File: config.mk
export PLATFORM = sky130hd
export DESIGN_NAME = counting_sort_engine
export DESIGN_NICKNAME = d
export VERILOG_FILES = /design/src/hdl/csort_pkg.sv /design/src/hdl/csort_ram.sv /design/src/hdl/csort_core.sv /design/src/hdl/counting_sort_engine.sv
export SDC_FILE = /design/constraint.sdc
export NUM_CORES = 2
export LEC_CHECK = 0
export BUFFER_PORTS_ARGS = -buffer_cell sky130_fd_sc_hd__buf_2
export CORE_UTILIZATION = 39
export CTS_BUF_LIST = sky130_fd_sc_hd__clkbuf_2 sky130_fd_sc_hd__clkbuf_4 sky130_fd_sc_hd__clkbuf_8
export DETAILED_ROUTE_END_ITERATION = 16
export PLACE_DENSITY = 0.51
export RECOVER_POWER = 100
export SLEW_MARGIN = 25
export SYNTH_ARGS = -nofsm -noshare
export SYNTH_HDL_FRONTEND = slang
export SYNTH_HIERARCHICAL = 1
export SYNTH_SLANG_ARGS = --single-unit
File: constraint.sdc
create_clock -name clk -period 17.2 [get_ports clk]
set_input_delay 0.86 -clock clk [delete_from_list [all_inputs] [get_ports clk]]
set_output_delay 0.86 -clock clk [all_outputs]
set_load 0.01 [all_outputs]
File: src/hdl/csort_pkg.sv
`timescale 1ns / 1ps
`default_nettype none
// ----------------------------------------------------------------------------
// csort_pkg
// Shared constants and types of the counting sort engine.
// ----------------------------------------------------------------------------
package csort_pkg;

    localparam int KEY_W     = 16;
    localparam int DROP_W    = 16;
    localparam int BINS      = 256;
    localparam int BIN_W     = $clog2(BINS);
    localparam int MAX_ITEMS = 64;
    localparam int CNT_W     = $clog2(MAX_ITEMS + 1);

    localparam logic [KEY_W-1:0] KEY_FLOOR_RST = 16'hFF80;

    typedef enum logic [2:0] {
        ST_CLEAR,
        ST_IDLE,
        ST_INC,
        ST_WALK_RD,
        ST_WALK_CHK,
        ST_EMIT,
        ST_EMPTY
    } csort_state_t;

    typedef struct packed {
        logic             we;
        logic [BIN_W-1:0] waddr;
        logic [CNT_W-1:0] wdata;
        logic [BIN_W-1:0] raddr;
    } csort_ram_req_t;

    typedef struct packed {
        logic              valid;
        logic [KEY_W-1:0]  sorted_key;
        logic              valid_res;
        logic [DROP_W-1:0] dropped;
        logic              end_of_set;
    } csort_emit_t;

endpackage
`default_nettype wire

File: src/hdl/csort_ram.sv
`timescale 1ns / 1ps
`default_nettype none
// ----------------------------------------------------------------------------
// csort_ram
// Generic simple dual-port RAM: one write port, one read port, registered read.
// ----------------------------------------------------------------------------
module csort_ram #(
    parameter int WIDTH = 8,
    parameter int DEPTH = 256
) (
    input  wire logic                     clk,
    input  wire logic                     we,
    input  wire logic [$clog2(DEPTH)-1:0] waddr,
    input  wire logic [WIDTH-1:0]         wdata,
    input  wire logic [$clog2(DEPTH)-1:0] raddr,
    output logic      [WIDTH-1:0]         rdata
);

    logic [WIDTH-1:0] mem [DEPTH];
    logic [WIDTH-1:0] rdata_reg;

    always_ff @(posedge clk)
    begin
        if (we)
        begin
            mem[waddr] <= wdata;
        end
        rdata_reg <= mem[raddr];
    end

    assign rdata = rdata_reg;

endmodule
`default_nettype wire

File: src/hdl/csort_core.sv
`timescale 1ns / 1ps
`default_nettype none
// ----------------------------------------------------------------------------
// csort_core
// Histogram sequencer: clear sweep, read-modify-write count, ascending walk.
// ----------------------------------------------------------------------------
module csort_core (
    input  wire logic                          clk,
    input  wire logic                          rst_n,
    input  wire logic [csort_pkg::KEY_W-1:0]   key_floor,
    input  wire logic                          s_tvalid,
    output logic                               s_tready,
    input  wire logic [csort_pkg::KEY_W-1:0]   s_key,
    input  wire logic                          s_tlast,
    output csort_pkg::csort_ram_req_t          ram_req,
    input  wire logic [csort_pkg::CNT_W-1:0]   ram_rdata,
    input  wire logic                          out_free,
    output csort_pkg::csort_emit_t             emit
);
    import csort_pkg::*;

    csort_state_t      state_reg, state_next;
    logic [BIN_W-1:0]  bin_reg, bin_next;
    logic [CNT_W-1:0]  kept_reg, kept_next;
    logic [CNT_W-1:0]  cnt_reg, cnt_next;
    logic [DROP_W-1:0] drop_reg, drop_next;
    logic              last_reg, last_next;

    logic [KEY_W:0]    off;
    logic              s_keep;

    assign off    = {s_key[KEY_W-1], s_key} - {key_floor[KEY_W-1], key_floor};
    assign s_keep = (off[KEY_W:BIN_W] == '0) && (kept_reg < CNT_W'(MAX_ITEMS));

    always_ff @(posedge clk or negedge rst_n)
    begin
        if (!rst_n)
        begin
            state_reg <= ST_CLEAR;
            bin_reg   <= '0;
            kept_reg  <= '0;
            cnt_reg   <= '0;
            drop_reg  <= '0;
            last_reg  <= 1'b0;
        end
        else
        begin
            state_reg <= state_next;
            bin_reg   <= bin_next;
            kept_reg  <= kept_next;
            cnt_reg   <= cnt_next;
            drop_reg  <= drop_next;
            last_reg  <= last_next;
        end
    end

    always_comb
    begin
        state_next    = state_reg;
        bin_next      = bin_reg;
        kept_next     = kept_reg;
        cnt_next      = cnt_reg;
        drop_next     = drop_reg;
        last_next     = last_reg;
        ram_req.we    = 1'b0;
        ram_req.waddr = bin_reg;
        ram_req.wdata = '0;
        ram_req.raddr = bin_reg;
        s_tready      = 1'b0;
        emit          = '0;

        case (state_reg)
            ST_CLEAR:
            begin
                ram_req.we = 1'b1;
                if (bin_reg == BIN_W'(BINS - 1))
                begin
                    bin_next   = '0;
                    state_next = ST_IDLE;
                end
                else
                begin
                    bin_next = bin_reg + BIN_W'(1);
                end
            end
            ST_IDLE:
            begin
                s_tready = 1'b1;
                if (s_tvalid)
                begin
                    last_next = s_tlast;
                    if (s_keep)
                    begin
                        bin_next      = off[BIN_W-1:0];
                        ram_req.raddr = off[BIN_W-1:0];
                        kept_next     = kept_reg + CNT_W'(1);
                        state_next    = ST_INC;
                    end
                    else
                    begin
                        if (drop_reg != '1)
                        begin
                            drop_next = drop_reg + DROP_W'(1);
                        end
                        if (s_tlast)
                        begin
                            bin_next   = '0;
                            state_next = ST_WALK_RD;
                        end
                    end
                end
            end
            ST_INC:
            begin
                ram_req.we    = 1'b1;
                ram_req.wdata = ram_rdata + CNT_W'(1);
                if (last_reg)
                begin
                    bin_next   = '0;
                    state_next = ST_WALK_RD;
                end
                else
                begin
                    state_next = ST_IDLE;
                end
            end
            ST_WALK_RD:
            begin
                if (kept_reg == '0)
                begin
                    state_next = ST_EMPTY;
                end
                else
                begin
                    state_next = ST_WALK_CHK;
                end
            end
            ST_WALK_CHK:
            begin
                ram_req.we = 1'b1;
                if (ram_rdata == '0)
                begin
                    bin_next      = bin_reg + BIN_W'(1);
                    ram_req.raddr = bin_reg + BIN_W'(1);
                end
                else
                begin
                    cnt_next   = ram_rdata;
                    state_next = ST_EMIT;
                end
            end
            ST_EMIT:
            begin
                if (out_free)
                begin
                    emit.valid      = 1'b1;
                    emit.sorted_key = key_floor + KEY_W'(bin_reg);
                    emit.valid_res  = 1'b1;
                    emit.end_of_set = (kept_reg == CNT_W'(1));
                    emit.dropped    = (kept_reg == CNT_W'(1)) ? drop_reg : '0;
                    kept_next       = kept_reg - CNT_W'(1);
                    cnt_next        = cnt_reg - CNT_W'(1);
                    if (kept_reg == CNT_W'(1))
                    begin
                        drop_next  = '0;
                        bin_next   = '0;
                        state_next = ST_IDLE;
                    end
                    else if (cnt_reg == CNT_W'(1))
                    begin
                        bin_next      = bin_reg + BIN_W'(1);
                        ram_req.raddr = bin_reg + BIN_W'(1);
                        state_next    = ST_WALK_CHK;
                    end
                end
            end
            ST_EMPTY:
            begin
                if (out_free)
                begin
                    emit.valid      = 1'b1;
                    emit.end_of_set = 1'b1;
                    emit.dropped    = drop_reg;
                    drop_next       = '0;
                    state_next      = ST_IDLE;
                end
            end
            default:
            begin
                state_next = ST_CLEAR;
                bin_next   = '0;
            end
        endcase
    end

    a_kept_cap: assert property (@(posedge clk) disable iff (!rst_n)
        kept_reg <= CNT_W'(MAX_ITEMS))
        else $error("kept count above capacity");

    a_emit_free: assert property (@(posedge clk) disable iff (!rst_n)
        emit.valid |-> out_free)
        else $error("result emitted into a full output register");

    a_keep_inc: assert property (@(posedge clk) disable iff (!rst_n)
        (s_tvalid && s_tready && s_keep) |=> (state_reg == ST_INC))
        else $error("kept key did not enter the count update");

    a_empty_final: assert property (@(posedge clk) disable iff (!rst_n)
        (emit.valid && !emit.valid_res) |-> (emit.end_of_set && kept_reg == '0))
        else $error("invalid result outside an empty set");

    a_eos_clear: assert property (@(posedge clk) disable iff (!rst_n)
        (emit.valid && emit.end_of_set) |=> (kept_reg == '0 && drop_reg == '0))
        else $error("set counters not cleared after final result");

endmodule
`default_nettype wire

File: src/hdl/counting_sort_engine.sv
`timescale 1ns / 1ps
`default_nettype none
// ----------------------------------------------------------------------------
// counting_sort_engine
// Sorts one set of signed 16-bit keys through a 256-bin count histogram.
//
//   channel  dir  handshake          payload
//   s_*      in   tvalid/tready      tdata[15:0] key, tlast = last of set
//   m_*      out  tvalid/tready      tdata[15:0] sorted_key, [31:16] dropped,
//                                    tuser = valid_res, tlast = end_of_set
//   cfg_*    in   we                 wdata[15:0] lowest kept key
//
// A kept key gets a histogram read and an increment write-back; a dropped key neither.
// After the last key the walk reads bins upward to the highest kept key and emits every
// kept key, or one key-less result for an empty set; the walk zeroes each bin it reads.
// After reset a sweep over all 256 bins clears the histogram with s_tready low.
// One output register holds a result; m_tready low stalls the walk.
// ----------------------------------------------------------------------------
module counting_sort_engine (
    input  wire logic        clk,
    input  wire logic        rst_n,
    input  wire logic        s_tvalid,
    output logic             s_tready,
    input  wire logic [15:0] s_tdata,   // [15:0] key
    input  wire logic        s_tlast,
    output logic             m_tvalid,
    input  wire logic        m_tready,
    output logic      [31:0] m_tdata,   // [15:0] sorted_key, [31:16] dropped
    output logic             m_tuser,   // [0] valid_res
    output logic             m_tlast,
    input  wire logic        cfg_we,
    input  wire logic [15:0] cfg_wdata  // [15:0] lowest kept key
);
    import csort_pkg::*;

    logic [KEY_W-1:0]  key_floor_reg;
    csort_ram_req_t    ram_req;
    logic [CNT_W-1:0]  ram_rdata;
    csort_emit_t       emit;
    logic              out_free;

    logic              out_valid_reg;
    logic [KEY_W-1:0]  out_key_reg;
    logic [DROP_W-1:0] out_drop_reg;
    logic              out_vres_reg;
    logic              out_eos_reg;

    always_ff @(posedge clk or negedge rst_n)
    begin
        if (!rst_n)
        begin
            key_floor_reg <= KEY_FLOOR_RST;
        end
        else if (cfg_we)
        begin
            key_floor_reg <= cfg_wdata;
        end
    end

    assign out_free = !out_valid_reg || m_tready;

    csort_core u_core (
        .clk       (clk),
        .rst_n     (rst_n),
        .key_floor (key_floor_reg),
        .s_tvalid  (s_tvalid),
        .s_tready  (s_tready),
        .s_key     (s_tdata),
        .s_tlast   (s_tlast),
        .ram_req   (ram_req),
        .ram_rdata (ram_rdata),
        .out_free  (out_free),
        .emit      (emit)
    );

    csort_ram #(
        .WIDTH (CNT_W),
        .DEPTH (BINS)
    ) u_hist (
        .clk   (clk),
        .we    (ram_req.we),
        .waddr (ram_req.waddr),
        .wdata (ram_req.wdata),
        .raddr (ram_req.raddr),
        .rdata (ram_rdata)
    );

    always_ff @(posedge clk or negedge rst_n)
    begin
        if (!rst_n)
        begin
            out_valid_reg <= 1'b0;
        end
        else if (emit.valid)
        begin
            out_valid_reg <= 1'b1;
        end
        else if (m_tready)
        begin
            out_valid_reg <= 1'b0;
        end
    end

    always_ff @(posedge clk)
    begin
        if (emit.valid)
        begin
            out_key_reg  <= emit.sorted_key;
            out_drop_reg <= emit.dropped;
            out_vres_reg <= emit.valid_res;
            out_eos_reg  <= emit.end_of_set;
        end
    end

    assign m_tvalid = out_valid_reg;
    assign m_tdata  = {out_drop_reg, out_key_reg};
    assign m_tuser  = out_vres_reg;
    assign m_tlast  = out_eos_reg;

endmodule
`default_nettype wire

== After elaboration in Yosys (flattened, before gate mapping) ==
Memories as Yosys holds them, arrays and structs flattened. A register that Yosys moved wholly into a read port is not among the register bits.
Cells that the tools add are included.

* Reduce and logical (&&, ||, !) cells: 20
* Bitwise gates (word level): 1
* Add/subtract/negate cells: 8
* Multiplexer cells: 54
* $lt $le $gt $ge: 1
* Eq/ne operators: 22

{| class="wikitable"
|+ Operator list
! operator !! number
|-
| 2-to-1 mux 16 bit || 7
|-
| 2-to-1 mux 8 bit || 13
|-
| case mux 16 bit (3 select lines) || 1
|-
| case mux 8 bit (6 select lines) || 1
|-
| 2-to-1 mux 7 bit || 6
|-
| 2-to-1 mux 35 bit || 1
|-
| case mux 17 bit (2 select lines) || 1
|-
| case mux 7 bit (2 select lines) || 2
|-
| 2-to-1 mux 3 bit || 9
|-
| case mux 8 bit (3 select lines) || 1
|-
| case mux 3 bit (7 select lines) || 1
|-
| 2-to-1 mux 17 bit || 1
|-
| subtractor 16 x 16 -> 17 bit || 1
|-
| adder 16 x 1 -> 16 bit, second input constant || 1
|-
| adder 16 x 8 -> 16 bit || 1
|-
| inequality test 16 bit, second input constant || 1
|-
| adder 7 x 1 -> 7 bit, second input constant || 2
|-
| == test 7 x 1 -> 1 bit, second input constant || 2
|-
| zero test 7 bit || 2
|-
| AND reduction 7 bit || 2
|-
| subtractor 7 x 1 -> 7 bit, second input constant || 2
|-
| inequality test 2 x 1 -> 1 bit, second input constant || 5
|-
| inequality test 2 bit, second input constant || 5
|-
| == test 3 bit, second input constant || 3
|-
| 24 further kinds || 35
|}

* Bits of input ports: 38
* Memories: 1
* Output and inout port bits: 36
* Memory bits (writable): 1792
* Register bits after elaboration: 93
* Logic and storage cells: 119

{| class="wikitable"
|+ Memory list
! name !! words !! bits a word !! read ports !! clocked after memory_dff !! wr ports !! RTL line !! source
|-
| u_hist.mem || 256 || 7 || 1 || 1 || 1 || csort_ram.sv:19 || <nowiki>logic [WIDTH-1:0] mem [DEPTH];</nowiki>
|}

== Longest topological paths before layout ==
* Depth in word-level cells: 6
* Gate-level depth with buffers: 24
* Gate-level depth less buffers: 18

== Modules after synthesis ==
Netlist, hierarchy kept.

{| class="wikitable"
|+ Modules (own cells, without submodules)
! module !! seq. area each (um^2) !! cells an instance !! instances !! area an instance (um^2)
|-
| csort_ram || 53951.7 || 3381 || 1 || 70197.3
|-
| csort_core || 1051.0 || 675 || 1 || 5059.9
|-
| counting_sort_engine || 1457.6 || 71 || 1 || 1719.1
|}

== Worst setup path after synthesis ==
No wires, ideal clock.

* Kind: flip-flop to flip-flop
* Start: register u_core.state_reg[0]
* End: memory u_hist/mem[0][6] in the netlist's numbering, data pin
* Required time: 15.804 ns
* Arrival: 6.744 ns
* Stages on the path, launching flop included: 4
* Path slack: 9.060 ns
* Library setup time: 1.396 ns
* Cells stage by stage: dfrtp_1 -> nor2b_1 -> nand2_1 -> nor2_1

{| class="wikitable"
|+ RTL lines
! element !! RTL line !! source
|-
| from (decl) || csort_core.sv:22 || <nowiki>csort_state_t state_reg, state_next;</nowiki>
|-
| from (signal assigned) || csort_core.sv:48 || <nowiki>state_reg <= state_next;</nowiki>
|-
| to (decl) || csort_ram.sv:19 ||
|}

==> Flow_metrics.wiki <==
{| class="wikitable"
! Metric !! Value
|-
| Total I/O pin count || 74
|-
| Startpoint of the tightest hold check path || cfg_wdata[5]
|-
| Final Max Tran Viols || 2120
|-
| Arrival @ worst endpoint || 12.34 ns
|-
| Largest family of logic cells by synthesized area || multiplexers
|-
| Simple-gate area share of the yosys netlist || 4.854%
|-
| Root buf cell || sky130_fd_sc_hd__clkbuf_8
|-
| DRC violations left || 0
|-
| Area growth syn-to-layout || 11.58%
|-
| Synth Area in XOR/XNOR || 0.4551%
|-
| Worst Hold Endpoint || key_floor_reg[5]
|-
| Fraction of layout instances using a drive strength above 1 || 22.61%
|-
| Flops & latches, synth || 1892
|-
| Vias in the first global route || 41510
|-
| Warnings, synthesis || 6
|-
| Setup Skew || 0.07431 ns
|-
| All-Layer GR Usage || 20.79%
|-
| Core region area || 0.1954 mm2
|-
| Portion of the post-synthesis area used by sequential elements || 73.35%
|-
| Slack of the worst reg-to-reg path || 5.70 ns
|-
| Global-route wire length before repair || 299.7 mm
|-
| Die extent in x || 446.3 um
|-
| Area post-placement || 0.08014 mm2
|-
| Power density over the cells || 149.2 mW/mm2
|-
| Data required time at the worst endpoint || 18.04 ns
|-
| Number of buffer cells added on primary ports || 73
|-
| Nature of the critical path startpoint || flip-flop
|-
| Hold Vio Cnt, Final || 0
|-
| DR WL/cell || 28.56 um
|-
| Compound-cell area share of the yosys netlist || 4.629%
|-
| Number of DRC violations after detailed-routing iteration 0 || 3406
|-
| CTS Hold Buffers Added || 1
|-
| Initial Utilization || 39.39%
|-
| Worst min path class || in -> reg
|-
| H-tree depth || 5
|-
| Unique masters post-synth || 95
|-
| Final total negative setup slack || 0 ns
|-
| TritonCTS buffer count || 328
|-
| Post-layout util || 43.96%
|-
| Insertion delay of the later-clocked pin in the worst-skew pair || 1.02 ns
|-
| Number of nets still failing antenna checks after routing || 0
|-
| Number of vias in the routed layout || 40590
|-
| Routability congestion estimate || 0.8298
|-
| Fin crit share || 66.88%
|-
| Commonest non-fill, non-tap cell in the layout || sky130_fd_sc_hd__edfxtp_1
|-
| Die Outline Area || 0.1992 mm2
|-
| Slew margin rel. || -485.1%
|-
| Area of all placed cells without fillers || 0.08589 mm2
|-
| Actual slew at the worst max-slew pin || 8.776 ns
|-
| Number of setup buffers added after CTS || 0
|-
| Largest register by flop count || u_hist/mem
|-
| Worst Setup Slack post-DPL || 8.005 ns
|-
| Count of clock tree sinks || 1892
|-
| Worst flop-to-flop path startpoint || u_core/state_reg[2]
|-
| RSZ-0062 raised after global routing || no
|-
| Clock period minus worst slack || 11.50 ns
|-
| Detailed placement HPWL || 124.6 mm
|-
| Via-per-instance ratio || 5.600
|-
| Max FO, Critical Path || 101
|-
| Worst R2R Path Depth || 18
|-
| Post-synth EDFFs || 1826
|-
| Total nets after synthesis || 4201
|-
| WL final || 207.0 mm
|-
| Worst-path clk slew || 0.06 ns
|-
| Violations in the final reports || max-capacitance violations, max-slew violations
|-
| Nature of the critical path endpoint || flip-flop
|-
| Chip height || 446.3 um
|-
| Total iterations of the first detailed-routing run || 5
|-
| Filler Cell Count || 17230
|-
| Gr ovfl total || 0
|-
| Net count, final || 4458
|-
| Largest register FFs || 1792
|-
| Standard-cell rows || 162
|-
| Post-Syn Area || 0.07698 mm2
|-
| Post-synthesis area per instance || 18.65 um2
|-
| Kind of critical path || reg -> reg
|-
| Status || complete, but fails checks
|-
| Adder-cell area share of the yosys netlist || 0.6047%
|-
| TritonCTS clock tree || yes
|-
| Pin count of the biggest net entering global routing || 181
|-
| Cell count after synthesis || 4127
|-
| End of the worst register-to-register path || u_hist/rdata[6]
|-
| Worst setup slack after layout || 5.696 ns
|-
| Initial antenna violation count || 11
|-
| Peak supply drop || 0.1320 mV
|-
| Timing-limited maximum frequency || 86.93 MHz
|-
| Post-synthesis mux area share || 13.85%
|-
| Commonest cells after routing, fill and taps aside || sky130_fd_sc_hd__edfxtp_1 (1826), sky130_fd_sc_hd__mux4_2 (380), sky130_fd_sc_hd__nor2_1 (363), sky130_fd_sc_hd__clkbuf_8 (341), sky130_fd_sc_hd__mux2i_1 (159)
|-
| Deepest clock path buffer count || 4
|-
| Share of flip-flops with an asynchronous set or reset || 3.118%
|-
| Worst hold slack across all endpoints || 0.09150 ns
|-
| Flip-flop cell with the highest count after synthesis || sky130_fd_sc_hd__edfxtp_1
|-
| Setup-violating endpoint count in the final report || 0
|-
| Post-CTS Resized || 0
|-
| Static leakage || 30.42 nW
|-
| Number of max-cap violations || 42
|-
| Hold depth || 2
|}
-- cells in the mapped netlist (all sizes together), types with 11 or more instances --
cell	instances	area (um2)
nand2b	24	150.1
nor2b	21	131.4
a22o	15	131.4
xnor2	28	245.2
nor2	365	1370
a21oi	111	585.6
o21a	11	82.58
and2	29	185.2
mux4	390	8821
a2111oi	15	170.2
a221oi	20	175.2
o211ai	13	117.6
edfxtp	1826	54830
and3	16	100.1
mux2i	159	1592
nor3	58	301.5
a22oi	65	488.0
buf	130	1154
nand4	15	93.84
o21ai	58	290.3
inv	45	168.9
o22ai	74	508.0
nand3	80	400.4
xor2	12	105.1
o31ai	14	120.1
a21o	13	97.59
clkbuf	108	406.6
dfrtp	50	1251
nand2	127	486.7
mux2	19	251.5
ha	34	425.4
o2111ai	18	157.7
nor4	38	259.0
-- cell type report --
type | count | area [um2] | area share (%)
timing repair buffer | 165 | 893.4 | 1.040
sequential | 1892 | 56460 | 65.73
clock buffer | 464 | 5617 | 6.539
inverter | 47 | 176.4 | 0.2054
antenna | 6 | 15.01 | 0.01748
tap | 2624 | 3283 | 3.822
clock inverter | 100 | 545.5 | 0.6351
multi-input combinational | 1950 | 18900 | 22.01
-- routing by layer --
metal / share of wire (%) / wire length [um] / track usage (%) / up-vias
met1: 44 / 90160 / 28.99 / 21520
met2: 48 / 99690 / 33.47 / 1352
met3: 5.7 / 11840 / 3.489 / 353
met4: 2.6 / 5311 / 6.147 / 0
li1: - / - / - / 17360
met5: 0 / 0 / 0 / -
-- metrics by stage --
step	total power, mW	std cells
final	12.82	7248
after global routing	13.33	7245
after CTS	12.98	7241
after detailed placement	9.026	6676
after global placement	8.976	6669
after floorplan	7.671	4127
-- cells by family (layout without fill, tap and decap cells) --
logic type                 count (synthesis)  in the layout
DFF                                     1892           1892
adders and majority gates                 36             36
muxes                                    568            568
and+or+nand+nor                          807            807
other                                      0              6
AOI/OAI and AO/OA                        499            499
xor gates and xnor gates                  40             40
buffers and inverters                    285            776
-- worst max-delay path by stage --
stage | startpoint | to | slack (ns) | cells past startpoint
finish | u_core/state_reg[2] | u_hist/rdata[6] | 5.70 | 18
global route | u_core/state_reg[2] | u_hist/rdata[6] | 4.40 | 18
CTS | u_core/state_reg[2] | u_hist/rdata[5] | 7.91 | 18
detailed placement | u_core/state_reg[2] | u_hist/rdata[5] | 8.01 | 18
global placement | u_core/state_reg[2] | u_hist/rdata[0] | 8.14 | 18
floorplan | u_core/state_reg[0] | u_hist/mem[0][6] | 9.06 | 3
-- where the power goes --
part,switching (mW),internal [mW],leakage (nW),total [mW]
Sequential,0.0928,5.11,21.3,5.21
Combinational,2.48,1.20,5.81,3.68
Clock,1.78,2.15,3.29,3.94
-- worst max-delay path, stage by stage, from the launching register on --
cell and delay [ns]:
sky130_fd_sc_hd__dfrtp_1 0.63, sky130_fd_sc_hd__clkinv_1 0.33, sky130_fd_sc_hd__nor2_1 0.91, sky130_fd_sc_hd__nand2_1 0.74, sky130_fd_sc_hd__inv_1 0.53, sky130_fd_sc_hd__nand3_1 0.16, sky130_fd_sc_hd__nand2b_1 0.12, sky130_fd_sc_hd__nor2_1 0.05
sky130_fd_sc_hd__nor2_1 0.13, sky130_fd_sc_hd__a221o_1 1.57, sky130_fd_sc_hd__buf_12 0.68, sky130_fd_sc_hd__clkbuf_1 2.63, sky130_fd_sc_hd__buf_4 0.93, sky130_fd_sc_hd__mux4_2 0.59, sky130_fd_sc_hd__a22o_1 0.25, sky130_fd_sc_hd__a221oi_1 0.20
sky130_fd_sc_hd__o22ai_1 0.21, sky130_fd_sc_hd__nor3_1 0.40, sky130_fd_sc_hd__nor4_2 0.06
(Power assumes the default switching activity.)
